## src/hw/rtl/bpf_pkg.sv

```systemverilog
// Shared constants, register codes and types of the beam prune filter.
package bpf_pkg;

  localparam int VOCAB_SIZE = 256;
  localparam int MAX_HYPS   = 1024;

  localparam int SCORE_W   = 32;
  localparam int WORD_W    = 8;
  localparam int PARENT_W  = 10;
  localparam int CORRECT_W = 9;
  localparam int RANK_W    = 18;
  localparam int KEPT_W    = 11;
  localparam int MARGIN_W  = 31;
  localparam int CFG_W     = 31;
  localparam int CFG_IDX_W = 3;

  localparam int WCNT_W = 11;
  localparam int PCNT_W = 9;

  // Parent counters are packed four to a memory row.
  localparam int PLANES   = 4;
  localparam int PLANE_W  = $clog2(PLANES);
  localparam int PROWS    = MAX_HYPS / PLANES;
  localparam int PROW_W   = $clog2(PROWS);
  localparam int WADDR_W  = $clog2(VOCAB_SIZE);

  localparam logic [RANK_W-1:0] RANK_MAX = '1;
  localparam logic [KEPT_W-1:0] KEPT_MAX = '1;

  localparam logic [10:0] HIST_LIMIT_RST  = 11'd1024;
  localparam logic [30:0] MARGIN_RST      = 31'h7FFF_FFFF;
  localparam logic [10:0] MIN_KEEP_RST    = 11'd0;
  localparam logic [10:0] WORD_CAP_RST    = 11'd1024;
  localparam logic [8:0]  PARENT_CAP_RST  = 9'd256;

  typedef enum logic [CFG_IDX_W-1:0] {
    REG_HIST_LIMIT   = 3'd0,
    REG_SCORE_MARGIN = 3'd1,
    REG_MIN_KEEP     = 3'd2,
    REG_WORD_CAP     = 3'd3,
    REG_PARENT_CAP   = 3'd4
  } cfg_reg_e;

  typedef struct packed {
    logic [10:0]         hist_limit;
    logic [MARGIN_W-1:0] score_margin;
    logic [10:0]         min_keep;
    logic [10:0]         word_cap;
    logic [8:0]          parent_cap;
  } cfg_t;

  // Control of one counter memory: read for a new item, increment the
  // entry of the item in flight, and wipe the whole level.
  typedef struct packed {
    logic rd_en;
    logic bump;
    logic clear;
  } mem_ctl_t;

endpackage

```

## src/hw/rtl/bpf_cfg_regs.sv

```systemverilog
// Configuration register file of the beam prune filter.
module bpf_cfg_regs (
  input  logic                            clk,
  input  logic                            rst,
  input  logic                            cfg_write,
  input  logic [bpf_pkg::CFG_IDX_W-1:0]   cfg_index,
  input  logic [bpf_pkg::CFG_W-1:0]       cfg_data,
  output bpf_pkg::cfg_t                   cfg
);

  always_ff @(posedge clk) begin
    if (rst) begin
      cfg.hist_limit   <= bpf_pkg::HIST_LIMIT_RST;
      cfg.score_margin <= bpf_pkg::MARGIN_RST;
      cfg.min_keep     <= bpf_pkg::MIN_KEEP_RST;
      cfg.word_cap     <= bpf_pkg::WORD_CAP_RST;
      cfg.parent_cap   <= bpf_pkg::PARENT_CAP_RST;
    end else if (cfg_write) begin
      case (cfg_index)
        bpf_pkg::REG_HIST_LIMIT:   cfg.hist_limit   <= cfg_data[10:0];
        bpf_pkg::REG_SCORE_MARGIN: cfg.score_margin <= cfg_data[bpf_pkg::MARGIN_W-1:0];
        bpf_pkg::REG_MIN_KEEP:     cfg.min_keep     <= cfg_data[10:0];
        bpf_pkg::REG_WORD_CAP:     cfg.word_cap     <= cfg_data[10:0];
        bpf_pkg::REG_PARENT_CAP:   cfg.parent_cap   <= cfg_data[8:0];
        default: ;
      endcase
    end
  end

endmodule

```

## config.mk

```make
export PLATFORM = sky130hd
export DESIGN_NAME = bpf_cfg_regs
export DESIGN_NICKNAME = d
export VERILOG_FILES = /design/src/hw/rtl/bpf_pkg.sv /design/src/hw/rtl/bpf_cfg_regs.sv
export SDC_FILE = /design/constraint.sdc
export NUM_CORES = 1
export LEC_CHECK = 0
export BUFFER_PORTS_ARGS = -buffer_cell sky130_fd_sc_hd__buf_2
export CAP_MARGIN = 20
export CORE_UTILIZATION = 45
export CTS_CLUSTER_SIZE = 30
export DETAILED_ROUTE_END_ITERATION = 10
export PLACE_DENSITY = 0.71
export SYNTH_ARGS = -nofsm -noshare
export SYNTH_HDL_FRONTEND = slang
export SYNTH_SLANG_ARGS = --single-unit
```

## constraint.sdc

```tcl
create_clock -name clk -period 1.6 [get_ports clk]
set_input_delay 0.24 -clock clk [delete_from_list [all_inputs] [get_ports clk]]
set_output_delay 0.24 -clock clk [all_outputs]
set_load 0.005 [all_outputs]
```

==> metrics.txt <==
largest net degree at the start of global routing 62; Layout Skew 0 ps; Hold Worst Slack 149 ps; hold path startpoint cfg_data[25]; TNS Setup 0 ps; CTS root buf clkbuf_8; FF-to-FF End cfg[19]; Pwr Density 956 mW/mm^2; Reg-to-Reg Start cfg[19]; H-tree depth 3; CTS tree yes; DR vias 2264; cell family with most CP delay flip-flops; hold-critical path depth 3; Biggest register cfg; Final Util 61.2%; vias in the first global route 2041; Cell Area, Placed 0.00354 sq mm; number of CTS-inserted buffers 9; Sw Pwr 0.802 mW; Detail Route Antenna Nets 0; total core area approximately 0.006 sq mm; CP max FO 2; Reg power frac about 53%; sequential share of the synthesized area 50.2%; Avg Synthesized Cell Area roughly 10 sq um; Final setup viols 0; CP Data Required Time approximately 1400 ps; Power Total approximately 3.6 mW; R2R cell count 2; Yosys warnings 0; Cell Int Power roughly 2.8 mW; placed cell count 456; Final Max Slew Viols 0; Post-CTS Resized 0; overall routing resource usage 19.8%; # rows 28; Finished Cell Area around 0.0037 sq mm; max FFs per register between 70 and 80; fillers 555; Initial Utilization between 40 and 50%; fmax around 950 MHz; postcts setup bufs 0; max cap viols 0; Final period util 65.7%; RSZ-0062 raised after global routing false; Final min period between 1000 and 1500 ps; Overflow after GRT 0; TritonRoute pass-1 iters 4; Largest regs cfg (73); Fin. Hold Viols 0; deepest clock path buffer count 2; Gate Count Post-Synth 287; Clk pin slew, worst setup/hold paths 70 ps; initial antenna violation count 0; Cell variety after synth 13; Yosys reg bits 73; Crit path buffers/inverters 1; flop2flop setup slack 980 ps; most common cell after layout, fill and taps aside buf_2; antenna cells 0; Ports 110; CP Data Arrival Time 810 ps; crit-path cells buf_2; setup ws final 549 ps; Die W 82.4 um; initial DRC count 64; Clock power frac 39.1%; drt wl/cell 13.6 um; most frequent cells in the layout buf_2, mux2i_1, dfxtp_1; Nets around 430; status complete, no violations; DRC Markers 0; Post-Syn Nets 324; crit path kind reg -> out; Die Ht about 82 um; crit start category flop; worst hold path class in -> reg; Die Area 0.00679 sq mm; Layout area overhead 28.2%; DR vias/cell 4.80; critical path capture point type output port; DRT Wirelength 6410 um; Finished Layout Cells 472; worst slew pin tran 268 ps; Buffers on Ports 109; RePlAce Congestion 0.722; Hold EP cfg[56]; synthesized cell area roughly 0.0029 sq mm; slowest cell delay on critical path 350 ps; Setup WS pre-CTS 266 ps; Leak between 1.5 and 2 nW; share of cells above drive strength 1 32.7%; Sink Count between 70 and 80; DP HPWL between 4000 and 5000 um; first-pass GRT wire length 9860 um; sw frac 22.5%; Comb pwr share 8.2%; Skew-Pair Late Insertion Delay 340 ps; CTS Hold Buffers Added 0; VDD IR max 0.562 mV; slowest CP cell dfxtp_1; max_slew headroom 82.1%
metal layers:
metal / global-route usage, % / up-vias / share of wire, %
met1: 26.3 / 1040 / 48
li1: - / 1150 / -
met5: 0 / - / 0
met3: 5.16 / 12 / 5.3
met4: 11.1 / 0 / 2.5
met2: 28.8 / 62 / 44
worst max-delay path by stage:
stage | cells after the start | start | endpoint | slack, ps
after floorplan | 3 | cfg_index[0] | cfg[72] | 430
after global placement | 3 | cfg_index[0] | cfg[68] | 290
after detailed placement | 3 | cfg_index[0] | cfg[68] | 270
after CTS | 1 | cfg[68] | cfg[68] | 540
after global routing | 1 | cfg[66] | cfg[66] | 500
final | 1 | cfg[66] | cfg[66] | 550
final cells by class:
type                       count  area, sq um  area share, %
sequential                    73         1460           39.2
multi-input combinational    193         1360           36.4
timing repair buffer         115          628           16.8
clock buffer                  13          149           3.99
tap                           75         93.8           2.52
clock inverter                 3         40.0           1.07
power by group through the flow:
stage,clock network [mW],registers (mW),logic [mW]
after detailed placement,0,1.92,0.296
after CTS,1.44,1.88,0.297
after global routing,1.51,1.88,0.326
after floorplan,0,1.92,0.158
after global placement,0,1.92,0.290
final,1.39,1.88,0.294
synth_stat cells:
master | n | area, sq um
nor4bb_1 | 1 | 10.0
buf_2 | 6 | 30.0
nand4b_1 | 1 | 8.76
mux2i_1 | 73 | 731
clkbuf_1 | 11 | 41.3
buf_4 | 3 | 22.5
buf_6 | 1 | 11.3
dfxtp_1 | 73 | 1460
nand4bb_1 | 1 | 11.3
or4b_4 | 1 | 13.8
nor2_1 | 65 | 244
and4bb_1 | 1 | 12.5
nand2b_1 | 50 | 313
cells by family (layout without fill, tap and decap cells):
family	count (synthesis)	count (layout)	synth area share, %
and+or+nand+nor	120	120	21.1
muxes	73	73	25.1
DFF	73	73	50.2
buffers and inverters	21	131	3.61
Note: power is estimated with default switching activity, not from simulation.
