**src/hw/rtl/bpf_pkg.sv**
```systemverilog
// Shared constants, register codes and types of the beam prune filter.
package bpf_pkg;

  localparam int VOCAB_SIZE = 256;
  localparam int MAX_HYPS   = 1024;

  localparam int SCORE_W   = 32;
  localparam int WORD_W    = 8;
  localparam int PARENT_W  = 10;
  localparam int CORRECT_W = 9;
  localparam int RANK_W    = 18;
  localparam int KEPT_W    = 11;
  localparam int MARGIN_W  = 31;
  localparam int CFG_W     = 31;
  localparam int CFG_IDX_W = 3;

  localparam int WCNT_W = 11;
  localparam int PCNT_W = 9;

  // Parent counters are packed four to a memory row.
  localparam int PLANES   = 4;
  localparam int PLANE_W  = $clog2(PLANES);
  localparam int PROWS    = MAX_HYPS / PLANES;
  localparam int PROW_W   = $clog2(PROWS);
  localparam int WADDR_W  = $clog2(VOCAB_SIZE);

  localparam logic [RANK_W-1:0] RANK_MAX = '1;
  localparam logic [KEPT_W-1:0] KEPT_MAX = '1;

  localparam logic [10:0] HIST_LIMIT_RST  = 11'd1024;
  localparam logic [30:0] MARGIN_RST      = 31'h7FFF_FFFF;
  localparam logic [10:0] MIN_KEEP_RST    = 11'd0;
  localparam logic [10:0] WORD_CAP_RST    = 11'd1024;
  localparam logic [8:0]  PARENT_CAP_RST  = 9'd256;

  typedef enum logic [CFG_IDX_W-1:0] {
    REG_HIST_LIMIT   = 3'd0,
    REG_SCORE_MARGIN = 3'd1,
    REG_MIN_KEEP     = 3'd2,
    REG_WORD_CAP     = 3'd3,
    REG_PARENT_CAP   = 3'd4
  } cfg_reg_e;

  typedef struct packed {
    logic [10:0]         hist_limit;
    logic [MARGIN_W-1:0] score_margin;
    logic [10:0]         min_keep;
    logic [10:0]         word_cap;
    logic [8:0]          parent_cap;
  } cfg_t;

  // Control of one counter memory: read for a new item, increment the
  // entry of the item in flight, and wipe the whole level.
  typedef struct packed {
    logic rd_en;
    logic bump;
    logic clear;
  } mem_ctl_t;

endpackage

```
**src/hw/rtl/bpf_word_cnt.sv**
```systemverilog
// Per-word survivor counters: one memory entry per plain word with valid bits.
module bpf_word_cnt (
  input  logic                          clk,
  input  logic                          rst,
  input  bpf_pkg::mem_ctl_t             ctl,
  input  logic [bpf_pkg::WADDR_W-1:0]   rd_addr,
  output logic [bpf_pkg::WCNT_W-1:0]    cnt
);

  logic [bpf_pkg::WCNT_W-1:0]   mem [bpf_pkg::VOCAB_SIZE];
  logic [bpf_pkg::VOCAB_SIZE-1:0] valid;
  logic [bpf_pkg::WADDR_W-1:0]  addr_q;
  logic [bpf_pkg::WCNT_W-1:0]   rdata;
  logic [bpf_pkg::WCNT_W-1:0]   fwd;
  logic                         hit;
  logic [bpf_pkg::WCNT_W-1:0]   cnt_next;

  assign cnt      = hit ? fwd : (valid[addr_q] ? rdata : '0);
  assign cnt_next = cnt + 1'b1;

  always_ff @(posedge clk) begin
    if (ctl.bump) begin
      mem[addr_q] <= cnt_next;
    end
    if (ctl.rd_en) begin
      rdata <= mem[rd_addr];
    end
  end

  // A read issued in the same cycle as a write to the same entry sees the
  // old memory word, so the new count is carried alongside it.
  always_ff @(posedge clk) begin
    if (rst) begin
      addr_q <= '0;
      hit    <= 1'b0;
    end else if (ctl.rd_en) begin
      addr_q <= rd_addr;
      hit    <= ctl.bump && !ctl.clear && (addr_q == rd_addr);
    end
  end

  always_ff @(posedge clk) begin
    if (ctl.rd_en) begin
      fwd <= cnt_next;
    end
  end

  always_ff @(posedge clk) begin
    if (rst || ctl.clear) begin
      valid <= '0;
    end else if (ctl.bump) begin
      valid[addr_q] <= 1'b1;
    end
  end

endmodule

```
**config.mk**
```make
export PLATFORM = sky130hd
export DESIGN_NAME = bpf_word_cnt
export DESIGN_NICKNAME = d
export VERILOG_FILES = /design/src/hw/rtl/bpf_pkg.sv /design/src/hw/rtl/bpf_word_cnt.sv
export SDC_FILE = /design/constraint.sdc
export NUM_CORES = 2
export LEC_CHECK = 0
export BUFFER_PORTS_ARGS = -buffer_cell sky130_fd_sc_hd__buf_2
export CORE_ASPECT_RATIO = 0.7
export CORE_MARGIN = 3
export CORE_UTILIZATION = 40
export CTS_CLUSTER_DIAMETER = 150
export DETAILED_ROUTE_END_ITERATION = 10
export MAX_ROUTING_LAYER = met4
export PLACE_DENSITY = 0.63
export SLEW_MARGIN = 25
export SYNTH_ARGS = -nofsm -noshare
export SYNTH_HDL_FRONTEND = slang
export SYNTH_SLANG_ARGS = --single-unit
export TNS_END_PERCENT = 10
```
**constraint.sdc**
```tcl
create_clock -name clk -period 10.5 [get_ports clk]
set_input_delay 1.575 -clock clk [delete_from_list [all_inputs] [get_ports clk]]
set_output_delay 1.575 -clock clk [all_outputs]
set_load 0.005 [all_outputs]
```
==> out/results.tsv <==
metric	value	unit
yosys-top-cells-count	edfxtp_1, mux4_2, dfxtp_1	
synth_area_leader_cell	edfxtp_1	
multi_input_area	0.0281	sq mm
clk-insertion-delay-late	0.87	ns
die_h	462	um
routabilityCongestion	0.927	
clk_pin_slew	0.06	ns
crit_type	flip-flop to flip-flop	
cts_max_path_buffers	4	
worstHoldStart	valid[142]$_SDFFE_PP0P_	
r2r_cells	15	
crit_required	11.00	ns
wl	306000	um
cts_root_buffer	clkbuf_16	
worstSetupStartpoint	addr_q[1]$_SDFFE_PP0P_	
place_area	0.125	sq mm
async_flop_share	0	%
synth_seq_cells	3103	
fmax	132	MHz
track_usage	20.6	%
first_global_vias	56161	
yosysMostFrequentCell	edfxtp_1	
syn2layout_area_growth	13.3	%
drtIter0Drc	7683	
firstDrtPassIters	7	
synth.distinct_cells	51	
synth_seq_area_share	76.2	%
initial_utilization	40.4	%
hold_depth	1	
numCtsBuffers	290	
grt_pass1_wl	434000	um
hold_viol_final	0	
io_pins	24	
hpwl	180000	um
tightestPinTransition	1.22	ns
antenna_found_initial	18	
yosys_warnings	0	
synthFlopType	edfxtp_1	
timing.rr.start	addr_q[1]$_SDFFE_PP0P_	
routed_via_density	5.97	
dieArea	0.304	sq mm
clock_skew	0.0679	ns
chipWidth	657	um
layout.nets	5440	
cp.arrival	8.05	ns
finish.utilization	45.8	%
min_to	valid[142]$_SDFFE_PP0P_	
finalSetupTns	0	ns
final_area	0.135	sq mm
cts.repair.resized	0	
synth_edf_count	2838	
drc	0	
p_leak	41.4	nW
rsz0062_at_grt	no	
synth_nets	5226	
postCtsSetupBuffers	0	
relSlewSlack	19.0	%
synth_area_leaders	edfxtp_1, mux4_2, dfxtp_1	
core	0.294	sq mm
fill_cells	24022	
drv_cap	0	
cp-end-kind	flip-flop	
p_per_area	191	mW/mm^2
overflow	0	
num_vias	57298	
synth_top_area_share	71.7	%
whs	0.463	ns
place.port_buffers	23	
outcome	finished clean	
start_kind	flip-flop	
antenna_left	0	
hold_class	flip-flop to flip-flop	
regArea	0.0905	sq mm
cts_sinks	3103	
synth_area	0.119	sq mm
tritoncts	yes	
holdBufCountCts	0	
crit_fanout	81	
ir_drop	129	uV
reg2reg_to	mem[253][6]$_DFFE_PP_	
slew_viol_final	0	
grt_max_degree	209	
syn_inst	5212	
finalCriticalPeriod	7.55	ns
wire_per_inst	31.9	um
avgSynthCellArea	22.8	sq um
rows	166	
drive_gt1_share	32.7	%
reg2reg_slack	2.95	ns
finalSetupViolations	0	
htreeDepth	5	
layout_worst_path_cycle_share	71.9	%
worst max path at each step:
stage | to | slack [ns] | cells after the start
6_report | mem[253][6]$_DFFE_PP_ | 2.95 | 15
5_1_grt | mem[235][6]$_DFFE_PP_ | 2.55 | 15
4_1_cts | mem[253][6]$_DFFE_PP_ | 3.04 | 15
3_5_place_dp | mem[126][6]$_DFFE_PP_ | 3.11 | 15
3_3_place_gp | mem[68][8]$_DFFE_PP_ | 3.11 | 14
2_1_floorplan | fwd[2]$_DFFE_PP_ | -1.09 | 11
placed cells by master (no fill, tap or decap), types with 9 or more instances in the layout:
| cell type | n |
|---|---|
| clkbuf_16 | 297 |
| edfxtp_1 | 2838 |
| dfxtp_1 | 262 |
| a22o_1 | 10 |
| nor2_1 | 60 |
| clkbuf_8 | 10 |
| nand3_1 | 18 |
| diode_2 | 9 |
| buf_4 | 182 |
| nor2_4 | 59 |
| nand2_1 | 47 |
| clkinv_1 | 50 |
| buf_2 | 18 |
| bufinv_16 | 18 |
| a21oi_1 | 14 |
| o21a_1 | 256 |
| buf_12 | 15 |
| clkinv_2 | 30 |
| mux2i_1 | 48 |
| clkbuf_1 | 73 |
| nor2_2 | 144 |
| a22oi_1 | 19 |
| mux4_2 | 980 |
| nor2b_1 | 13 |
| inv_6 | 12 |
where the power goes:
| part | leakage, nW | internal (mW) | switching (mW) |
|---|---|---|---|
| clock network | 4.39 | 5.72 | 4.50 |
| registers | 28.0 | 13.9 | 0.0325 |
| logic | 9.03 | 0.506 | 1.09 |
| total | 41.4 | 20.1 | 5.62 |
metal layers:
layer  vias up  GRT usage (%)  wire length (um)
met4         0           4.53              6930
met1     31318           30.7            131000
li1      22548              -                 -
met2      2984           28.9            135000
met5         -              -                 0
met3       448           4.90             33100
logic make-up after synthesis:
| kind of cell | Yosys count | synth area share [%] |
|---|---|---|
| XOR/XNOR | 17 | 0.125 |
| adder cells (fa/ha/maj) | 1 | 0.0105 |
| flip-flops | 3103 | 76.2 |
| AND/OR/NAND/NOR | 406 | 1.43 |
| multiplexers | 1029 | 19.0 |
| buffers and inverters | 318 | 1.10 |
| AO/OA/AOI/OAI | 338 | 2.13 |
cell type report:
| cell class | count | area share [%] |
|---|---|---|
| Inverter | 9 | 0.0307 |
| Timing Repair Buffer | 231 | 1.51 |
| Antenna cell | 9 | 0.0167 |
| Sequential cell | 3103 | 67.3 |
| Tap cell | 3948 | 3.67 |
| Clock inverter | 124 | 0.863 |
| Clock buffer | 380 | 5.82 |
| Multi-Input combinational cell | 1791 | 20.8 |
sequential cells by signal (all words and copies together), names as in the netlist:
name	flops
fwd	11
rdata	11
mem	2816
hit	1
addr_q	8
valid	256
critical path: stages (launching register included):
cell	delay, ns
dfxtp_4	0.65
buf_4	0.83
nor2_1	0.39
a22oi_1	0.32
a21oi_1	0.10
a2111oi_0	0.43
a211oi_1	0.19
a32o_1	0.32
nor2_1	0.53
a22o_1	0.43
ha_4	0.21
or3b_2	0.49
a211oi_1	0.48
xor2_4	0.22
buf_4	0.64
buf_4	0.70
stage by stage:
stage          power, mW  worst slack, ns  std cells
5_1_grt             26.5             2.55       9592
6_report            25.7             2.95       9595
4_1_cts             25.9             3.04       9583
2_1_floorplan       15.2            -1.09       5212
3_5_place_dp        15.8             3.11       9079
3_3_place_gp        15.7             3.11       9072
No activity file was read; power rests on OpenSTA's default activity.
